### config.mk
export PLATFORM = sky130hd
export DESIGN_NAME = flash_request_splitter_top
export DESIGN_NICKNAME = d
export VERILOG_FILES = /design/src/frs_pkg.sv /design/src/flash_request_splitter_top.sv
export SDC_FILE = /design/constraint.sdc
export NUM_CORES = 1
export LEC_CHECK = 0
export ABC_AREA = 1
export BUFFER_PORTS_ARGS = -buffer_cell sky130_fd_sc_hd__buf_4
export CAP_MARGIN = 15
export CELL_PAD_IN_SITES_DETAIL_PLACEMENT = 1
export CELL_PAD_IN_SITES_GLOBAL_PLACEMENT = 1
export CORE_MARGIN = 5
export CORE_UTILIZATION = 45
export CTS_CLUSTER_SIZE = 40
export DETAILED_ROUTE_END_ITERATION = 8
export GPL_TIMING_DRIVEN = 0
export PLACE_DENSITY_LB_ADDON = 0.05
export SLEW_MARGIN = 15
export SYNTH_ARGS = -nofsm -noshare
export SYNTH_HDL_FRONTEND = slang
export SYNTH_SLANG_ARGS = --single-unit
### constraint.sdc
create_clock -name clock -period 16.6 [get_ports clock]
set_input_delay 2.49 -clock clock [delete_from_list [all_inputs] [get_ports clock]]
set_output_delay 2.49 -clock clock [all_outputs]
set_load 0.05 [all_outputs]
### src/frs_pkg.sv
// Package for the flash request splitter: transaction payload types,
// status, piece kind and register index codes. No dependencies.
`default_nettype none

package frs_pkg;

   // Operation codes
   localparam logic [1:0] OP_PROGRAM = 2'd0;
   localparam logic [1:0] OP_ERASE   = 2'd1;
   localparam logic [1:0] OP_CHIP    = 2'd2;

   // Status codes
   localparam logic [2:0] STATUS_OK          = 3'd0;
   localparam logic [2:0] STATUS_EMPTY_PROG  = 3'd1;
   localparam logic [2:0] STATUS_UNALIGN_ADR = 3'd2;
   localparam logic [2:0] STATUS_UNALIGN_LEN = 3'd3;
   localparam logic [2:0] STATUS_TOO_MANY    = 3'd4;
   localparam logic [2:0] STATUS_EMPTY_ERASE = 3'd5;

   // Piece kinds
   localparam logic [2:0] KIND_NONE    = 3'd0;
   localparam logic [2:0] KIND_PROGRAM = 3'd1;
   localparam logic [2:0] KIND_SECTOR  = 3'd2;
   localparam logic [2:0] KIND_BLOCK   = 3'd3;
   localparam logic [2:0] KIND_CHIP    = 3'd4;

   // Register indexes (byte address / 4)
   localparam logic [2:0] REG_PAGE_LOG2    = 3'd0;
   localparam logic [2:0] REG_SECTOR_LOG2  = 3'd1;
   localparam logic [2:0] REG_BLOCK_LOG2   = 3'd2;
   localparam logic [2:0] REG_PROGRAM_OP   = 3'd3;
   localparam logic [2:0] REG_SECTOR_OP    = 3'd4;
   localparam logic [2:0] REG_BLOCK_OP     = 3'd5;
   localparam logic [2:0] REG_CHIP_OP      = 3'd6;

   typedef struct packed {
      logic [1:0]  operation;
      logic [23:0] start_address;
      logic [24:0] byte_length;
   } req_type;

   typedef struct packed {
      logic [2:0]  status;
      logic [2:0]  piece_kind;
      logic [7:0]  opcode;
      logic [23:0] piece_address;
      logic [20:0] piece_length;
      logic [23:0] data_offset;
      logic        last_piece;
   } rsp_type;

   // Single status-only result, always the last of its transaction
   function automatic rsp_type status_result(input logic [2:0] code);
      rsp_type r;
      r               = '0;
      r.status        = code;
      r.piece_kind    = KIND_NONE;
      r.last_piece    = 1'b1;
      return r;
   endfunction

endpackage

`default_nettype wire

### src/flash_request_splitter_top.sv
// Flash request splitter, top level: APB register file, sequencer and
// shared piece-step unit. Depends on frs_pkg.
`default_nettype none

// Channel   | Ports                               | Handshake
// ----------+-------------------------------------+-------------------------------
// request   | start, busy, req_data (req_type)    | taken when start & !busy
// response  | rsp_valid, rsp_data (rsp_type)      | one-cycle strobe, no back-pressure
// registers | psel penable pwrite paddr pwdata    | written on psel&penable&pwrite
//           | prdata pready                       | pready tied high
//
// Sequence: chip erase and every error found on the request itself give their single
// result in the cycle after the request is taken, and the block is free again at once.
// A split request runs the shared step unit twice over its pieces: a counting pass
// to find out whether it fits, then an emitting pass with one piece per cycle. A
// request that needs too many pieces ends its counting pass with the single
// too-many status result.
// Reset: synchronous, active high; registers return to their documented defaults.
// The receiver cannot stall: each result is shown for exactly one cycle.

module flash_request_splitter_top
   import frs_pkg::*;
#(
   parameter int MAX_PIECES = 64
) (
   input  wire logic        clock,
   input  wire logic        reset,
   // request transaction
   input  wire logic        start,
   output      logic        busy,
   input  wire req_type     req_data,
   // response transaction
   output      logic        rsp_valid,
   output      rsp_type     rsp_data,
   // register port
   input  wire logic        psel,
   input  wire logic        penable,
   input  wire logic        pwrite,
   input  wire logic [4:0]  paddr,
   input  wire logic [31:0] pwdata,
   output      logic [31:0] prdata,
   output      logic        pready
);

   localparam int CNT_W = $clog2(MAX_PIECES + 1);

   typedef enum logic [2:0] {
      S_IDLE  = 3'b001,
      S_COUNT = 3'b010,
      S_EMIT  = 3'b100
   } state_type;

   // ------------------------------------------------------------------
   // Register file
   // ------------------------------------------------------------------
   logic [3:0] page_log2_ff;
   logic [4:0] sector_log2_ff;
   logic [4:0] block_log2_ff;
   logic [7:0] program_op_ff;
   logic [7:0] sector_op_ff;
   logic [7:0] block_op_ff;
   logic [7:0] chip_op_ff;
   logic       csr_write;

   assign pready    = 1'b1;
   assign csr_write = psel & penable & pwrite & pready;

   always_ff @(posedge clock) begin
      if (reset) begin
         page_log2_ff   <= 4'd8;
         sector_log2_ff <= 5'd12;
         block_log2_ff  <= 5'd16;
         program_op_ff  <= 8'h02;
         sector_op_ff   <= 8'h20;
         block_op_ff    <= 8'hD8;
         chip_op_ff     <= 8'hC7;
      end else if (csr_write) begin
         unique case (paddr[4:2])
            REG_PAGE_LOG2:   page_log2_ff   <= pwdata[3:0];
            REG_SECTOR_LOG2: sector_log2_ff <= pwdata[4:0];
            REG_BLOCK_LOG2:  block_log2_ff  <= pwdata[4:0];
            REG_PROGRAM_OP:  program_op_ff  <= pwdata[7:0];
            REG_SECTOR_OP:   sector_op_ff   <= pwdata[7:0];
            REG_BLOCK_OP:    block_op_ff    <= pwdata[7:0];
            REG_CHIP_OP:     chip_op_ff     <= pwdata[7:0];
            default: ;       // unmapped address, write dropped
         endcase
      end
   end

   always_comb begin
      unique case (paddr[4:2])
         REG_PAGE_LOG2:   prdata = {28'd0, page_log2_ff};
         REG_SECTOR_LOG2: prdata = {27'd0, sector_log2_ff};
         REG_BLOCK_LOG2:  prdata = {27'd0, block_log2_ff};
         REG_PROGRAM_OP:  prdata = {24'd0, program_op_ff};
         REG_SECTOR_OP:   prdata = {24'd0, sector_op_ff};
         REG_BLOCK_OP:    prdata = {24'd0, block_op_ff};
         REG_CHIP_OP:     prdata = {24'd0, chip_op_ff};
         default:         prdata = '0;
      endcase
   end

   // ------------------------------------------------------------------
   // Geometry: saturate the size registers, block never below sector
   // ------------------------------------------------------------------
   logic [4:0]  page_log2;
   logic [4:0]  sector_log2;
   logic [4:0]  block_log2;
   logic [24:0] page_size, sector_size, block_size;
   logic [24:0] page_mask, sector_mask, block_mask;

   always_comb begin
      priority if (page_log2_ff < 4'd4)  page_log2 = 5'd4;
      else if (page_log2_ff > 4'd12)     page_log2 = 5'd12;
      else                               page_log2 = {1'b0, page_log2_ff};

      priority if (sector_log2_ff < 5'd9) sector_log2 = 5'd9;
      else if (sector_log2_ff > 5'd16)    sector_log2 = 5'd16;
      else                                sector_log2 = sector_log2_ff;

      priority if (block_log2_ff < 5'd12) block_log2 = 5'd12;
      else if (block_log2_ff > 5'd20)     block_log2 = 5'd20;
      else                                block_log2 = block_log2_ff;
      if (block_log2 < sector_log2) block_log2 = sector_log2;
   end

   assign page_size   = 25'd1 << page_log2;
   assign sector_size = 25'd1 << sector_log2;
   assign block_size  = 25'd1 << block_log2;
   assign page_mask   = page_size - 25'd1;
   assign sector_mask = sector_size - 25'd1;
   assign block_mask  = block_size - 25'd1;

   // ------------------------------------------------------------------
   // Sequencer state and latched request
   // ------------------------------------------------------------------
   state_type        state_ff, state_in;
   logic [1:0]       op_ff, op_in;
   logic [23:0]      addr_ff, addr_in;
   logic [24:0]      len_ff, len_in;
   logic [24:0]      off_ff, off_in;      // offset of current piece
   logic [24:0]      rem_ff, rem_in;      // bytes still to cover
   logic [CNT_W-1:0] count_ff, count_in;
   logic             rsp_valid_ff, rsp_valid_in;
   rsp_type          rsp_data_ff, rsp_data_in;

   // ------------------------------------------------------------------
   // Shared step unit: one piece from (address, offset, remainder)
   // ------------------------------------------------------------------
   logic [23:0] step_addr;
   logic [24:0] page_room;
   logic [24:0] step_len;
   logic [24:0] step_rem;
   logic [2:0]  step_kind;
   logic [7:0]  step_op;
   logic        use_block;

   assign step_addr = addr_ff + off_ff[23:0];
   assign page_room = page_size - ({1'b0, step_addr} & page_mask);
   assign use_block = (({1'b0, step_addr} & block_mask) == 25'd0) && (rem_ff >= block_size);

   always_comb begin
      if (op_ff == OP_PROGRAM) begin
         step_kind = KIND_PROGRAM;
         step_op   = program_op_ff;
         step_len  = (page_room < rem_ff) ? page_room : rem_ff;
         step_rem  = rem_ff - step_len;
      end else if (use_block) begin
         step_kind = KIND_BLOCK;
         step_op   = block_op_ff;
         step_len  = block_size;
         step_rem  = rem_ff - block_size;
      end else begin
         step_kind = KIND_SECTOR;
         step_op   = sector_op_ff;
         step_len  = sector_size;
         step_rem  = (rem_ff >= sector_size) ? rem_ff - sector_size : 25'd0;
      end
   end

   // ------------------------------------------------------------------
   // Next-state logic
   // ------------------------------------------------------------------
   always_comb begin
      state_in     = state_ff;
      op_in        = op_ff;
      addr_in      = addr_ff;
      len_in       = len_ff;
      off_in       = off_ff;
      rem_in       = rem_ff;
      count_in     = count_ff;
      rsp_valid_in = 1'b0;
      rsp_data_in  = rsp_data_ff;

      unique case (state_ff)
         S_IDLE: begin
            if (start) begin
               op_in    = req_data.operation;
               addr_in  = req_data.start_address;
               len_in   = req_data.byte_length;
               off_in   = '0;
               rem_in   = req_data.byte_length;
               count_in = '0;
               unique case (req_data.operation)
                  OP_PROGRAM: begin
                     if (req_data.byte_length == 25'd0) begin
                        rsp_valid_in = 1'b1;
                        rsp_data_in  = status_result(STATUS_EMPTY_PROG);
                     end else begin
                        state_in = S_COUNT;
                     end
                  end
                  OP_ERASE: begin
                     priority if (({1'b0, req_data.start_address} & sector_mask) != 25'd0)
                     begin
                        rsp_valid_in = 1'b1;
                        rsp_data_in  = status_result(STATUS_UNALIGN_ADR);
                     end else if ((req_data.byte_length & sector_mask) != 25'd0) begin
                        rsp_valid_in = 1'b1;
                        rsp_data_in  = status_result(STATUS_UNALIGN_LEN);
                     end else if (req_data.byte_length == 25'd0) begin
                        rsp_valid_in = 1'b1;
                        rsp_data_in  = status_result(STATUS_EMPTY_ERASE);
                     end else begin
                        state_in = S_COUNT;
                     end
                  end
                  OP_CHIP: begin
                     rsp_valid_in           = 1'b1;
                     rsp_data_in            = '0;
                     rsp_data_in.status     = STATUS_OK;
                     rsp_data_in.piece_kind = KIND_CHIP;
                     rsp_data_in.opcode     = chip_op_ff;
                     rsp_data_in.last_piece = 1'b1;
                  end
                  default: ;   // unused operation code: no result
               endcase
            end
         end

         S_COUNT: begin
            priority if (rem_ff == 25'd0) begin
               // fits: rewind and emit the pieces for real
               state_in = S_EMIT;
               off_in   = '0;
               rem_in   = len_ff;
            end else if (count_ff == CNT_W'(MAX_PIECES)) begin
               state_in     = S_IDLE;
               rsp_valid_in = 1'b1;
               rsp_data_in  = status_result(STATUS_TOO_MANY);
            end else begin
               off_in   = off_ff + step_len;
               rem_in   = step_rem;
               count_in = count_ff + CNT_W'(1);
            end
         end

         S_EMIT: begin
            rsp_valid_in              = 1'b1;
            rsp_data_in.status        = STATUS_OK;
            rsp_data_in.piece_kind    = step_kind;
            rsp_data_in.opcode        = step_op;
            rsp_data_in.piece_address = step_addr;
            rsp_data_in.piece_length  = step_len[20:0];
            rsp_data_in.data_offset   = off_ff[23:0];
            rsp_data_in.last_piece    = (step_rem == 25'd0);
            off_in = off_ff + step_len;
            rem_in = step_rem;
            if (step_rem == 25'd0) state_in = S_IDLE;
         end

         default: state_in = S_IDLE;
      endcase
   end

   always_ff @(posedge clock) begin
      if (reset) begin
         state_ff     <= S_IDLE;
         rsp_valid_ff <= 1'b0;
         count_ff     <= '0;
      end else begin
         state_ff     <= state_in;
         rsp_valid_ff <= rsp_valid_in;
         count_ff     <= count_in;
      end
   end

   // payload, no reset needed
   always_ff @(posedge clock) begin
      op_ff       <= op_in;
      addr_ff     <= addr_in;
      len_ff      <= len_in;
      off_ff      <= off_in;
      rem_ff      <= rem_in;
      rsp_data_ff <= rsp_data_in;
   end

   assign busy      = (state_ff != S_IDLE);
   assign rsp_valid = rsp_valid_ff;
   assign rsp_data  = rsp_data_ff;

   // ------------------------------------------------------------------
   // Assertions
   // ------------------------------------------------------------------
   // a status-only result always closes its transaction
   a_status_last: assert property (@(posedge clock) disable iff (reset)
      rsp_valid && (rsp_data.status != STATUS_OK) |-> rsp_data.last_piece)
      else $error("status result without last_piece");

   // leaving a split request always delivers its final result
   a_done_last: assert property (@(posedge clock) disable iff (reset)
      !$past(reset) && $fell(busy) |-> rsp_valid && rsp_data.last_piece)
      else $error("sequencer went idle without a final result");

   // no empty pieces ever reach the flash
   a_piece_len: assert property (@(posedge clock) disable iff (reset)
      rsp_valid && (rsp_data.piece_kind == KIND_PROGRAM || rsp_data.piece_kind == KIND_SECTOR
                    || rsp_data.piece_kind == KIND_BLOCK) |-> rsp_data.piece_length != 21'd0)
      else $error("zero-length piece");

   // piece counter bounded by the limit
   a_count: assert property (@(posedge clock) disable iff (reset)
      count_ff <= CNT_W'(MAX_PIECES))
      else $error("piece count beyond limit");

   // results only during a transaction or in the cycle after one was taken
   a_rsp_origin: assert property (@(posedge clock) disable iff (reset)
      !$past(reset) && rsp_valid |-> $past(busy) || $past(start))
      else $error("result without a request");

endmodule

`default_nettype wire

==> flow_summary.json <==
{
  "avgSynthCellArea_um2": 7.48,
  "tns_ns": 0,
  "critPathMostFrequentCell": "nand2_1",
  "clk_latency_ns": 0.57,
  "antenna_found_initial": 0,
  "detail_route.wl_per_cell_um": 23.3,
  "die_x_um": 216,
  "cpMaxStageDelayCell": "o21ai_0",
  "yosysMostFrequentCell": "nand2_1",
  "cts_made_buffers": 28,
  "setup_viol": 0,
  "die_h_um": 216,
  "yosys_warnings": 0,
  "synth_common_cells": "nand2_1, inv_1, nor2_1",
  "grt-ovfl-total": 0,
  "grtUsageTotal_pct": 32.3,
  "grt_pass1_vias": 20100,
  "post-route-util_pct": 52.9,
  "post-cts-setup-buffer-count": 0,
  "critical_path_class": "reg -> reg",
  "cp-start-kind": "register",
  "timing.slew.headroom_pct": 23.2,
  "synth_top_area_share_pct": 29.0,
  "drtAntennaViolNets": 0,
  "cp_num_buf_inv": 6,
  "htree_levels": 1,
  "postCtsHoldBufs": 0,
  "clk_pin_slew_worst_paths_ns": 0.06,
  "synth.distinct_cells": 64,
  "cp_top_family": "compound AO/OA/AOI/OAI gates",
  "cap_violations": 0,
  "io_buffers": 160,
  "ys_seq_elements": 241,
  "min_period_ns": 9.84,
  "firstDrtPassIters": 5,
  "first_iter_violations": 1825,
  "cp-end-kind": "register",
  "antennaDiodeCount": 0,
  "grt_max_degree": 50,
  "worstPathRequired_ns": 16.86,
  "nNetsFinal": 3062,
  "max_freq_mhz": 102,
  "pin_count": 213,
  "worstHoldPathCells": 2,
  "core_um2": 41900,
  "areaGrowthSynthToFinish_pct": 16.5,
  "ctsLongestPathBuffers": 3,
  "die_area_um2": 46500,
  "rsz0062_at_grt": "false",
  "ys_seq_area_share_pct": 35.0,
  "holdWs_ns": 0.481,
  "cts_tree": "built",
  "fin_crit_sh_pct": 59.3,
  "drv_slew": 0,
  "wl_um": 78300,
  "cts_resized": 0,
  "via_count": 19500,
  "synth_ff_type": "edfxtp_1",
  "drive_gt1_share_pct": 10.6,
  "hold_viol": 0,
  "cpPeakStageDelay_ns": 0.69,
  "status": "complete, no violations",
  "rrSetupSlack_ns": 6.76,
  "fin_skew_ns": 0.0301,
  "initial_utilization_pct": 45.4,
  "fillers": 5352,
  "synth-edff-count": 184,
  "async_flop_share_pct": 0,
  "clock-sinks": 241,
  "yosys.area.top_type": "edfxtp_1",
  "tightest_slew_ns": 1.15,
  "netlist_instances": 2547,
  "path_max_fanout": 10,
  "netlist_area_um2": 19000,
  "rows": 75,
  "dp_hpwl_um": 62900,
  "viasPerCell": 5.80,
  "crit_arrival_ns": 10.09,
  "drc": 0,
  "grt_pass1_wl_um": 118000,
  "cp_num_cells": 47,
  "cts_root_buffer": "clkbuf_16",
  "gp_congestion": 0.952,
  "r2r_cells": 47,
  "hp-class": "reg -> reg",
  "yosys-top-cells-area": "edfxtp_1, ha_1, nand2_1, a21oi_1, inv_1"
}
-- flip-flops by register name, summed over array words and instances (netlist names), 5 cells and up --
name	count
rem_ff	25
count_ff	7
block_log2_ff	5
len_ff	25
block_op_ff	8
chip_op_ff	8
addr_ff	24
rsp_data	84
program_op_ff	8
sector_log2_ff	5
off_ff	24
sector_op_ff	8
-- through the flow --
stage / instance area, µm² / instances / setup slack [ns]
after detailed placement: 21300 / 3312 / 7.10
after CTS: 22200 / 3362 / 6.96
after global placement: 21200 / 3307 / 6.13
final: 22200 / 3362 / 6.76
after global routing: 22200 / 3362 / 6.12
after floorplan: 19300 / 2608 / 8.13
-- worst paths after layout --
path,end,from
worst min register to register,sector_op_ff[1]$_SDFFE_PP0P_,sector_op_ff[1]$_SDFFE_PP0P_
worst max-delay path,off_ff[23]$_DFFE_PP_,off_ff[6]$_DFFE_PP_
worst min-delay path,sector_op_ff[1]$_SDFFE_PP0P_,sector_op_ff[1]$_SDFFE_PP0P_
worst max register to register,off_ff[23]$_DFFE_PP_,off_ff[6]$_DFFE_PP_
-- tightest hold or removal path: stages, from the launching register on --
cell and delay (ns):
dfxtp_1 0.31, inv_1 0.07, a21oi_1 0.06
-- layer usage --
layer	GRT usage, %	vias to the layer above	routed length, µm
met5	0	-	0
met4	12.5	0	3570
met3	3.91	169	4480
met2	54.7	669	36600
met1	42.2	9534	33600
li1	-	9126	-
-- cells in the final DEF (no fill, tap or decap), drive strengths merged, types with 27 or more instances in the layout --
| cell | n |
|---|---|
| a21oi | 239 |
| buf | 206 |
| clkbuf | 74 |
| conb | 63 |
| dfxtp | 57 |
| edfxtp | 184 |
| ha | 160 |
| inv | 325 |
| nand2 | 541 |
| nand3 | 145 |
| nand4 | 33 |
| nor2 | 285 |
| nor3 | 43 |
| o211ai | 36 |
| o21ai | 205 |
| xnor2 | 27 |
| xor2 | 48 |
-- cells by family (layout without fill, tap and decap cells) --
logic type,count (synthesis),in the layout,share of synthesized area (%)
and+or+nand+nor,1082,1082,24.5
AOI/OAI and AO/OA,578,578,17.1
buffers and inverters,403,618,8.78
DFF,241,241,35.0
adders and majority gates,165,165,11.0
xor gates and xnor gates,75,75,3.45
other,2,63,0.0394
muxes,1,1,0.0526
-- final cells by class --
| type | instances | area [µm²] | share of cell area, % |
|---|---|---|---|
| inverter | 325 | 1230 | 5.53 |
| timing repair buffer | 165 | 1330 | 6.00 |
| tap | 539 | 674 | 3.04 |
| multi-input combinational | 1964 | 11000 | 49.4 |
| sequential | 241 | 6670 | 30.0 |
| clock inverter | 13 | 125 | 0.564 |
| clock buffer | 37 | 756 | 3.40 |
| buffer | 78 | 447 | 2.01 |
Power is left out: the tool's default activity adds up to more than one toggle a clock period on the data nets, which glitch-free logic cannot reach.
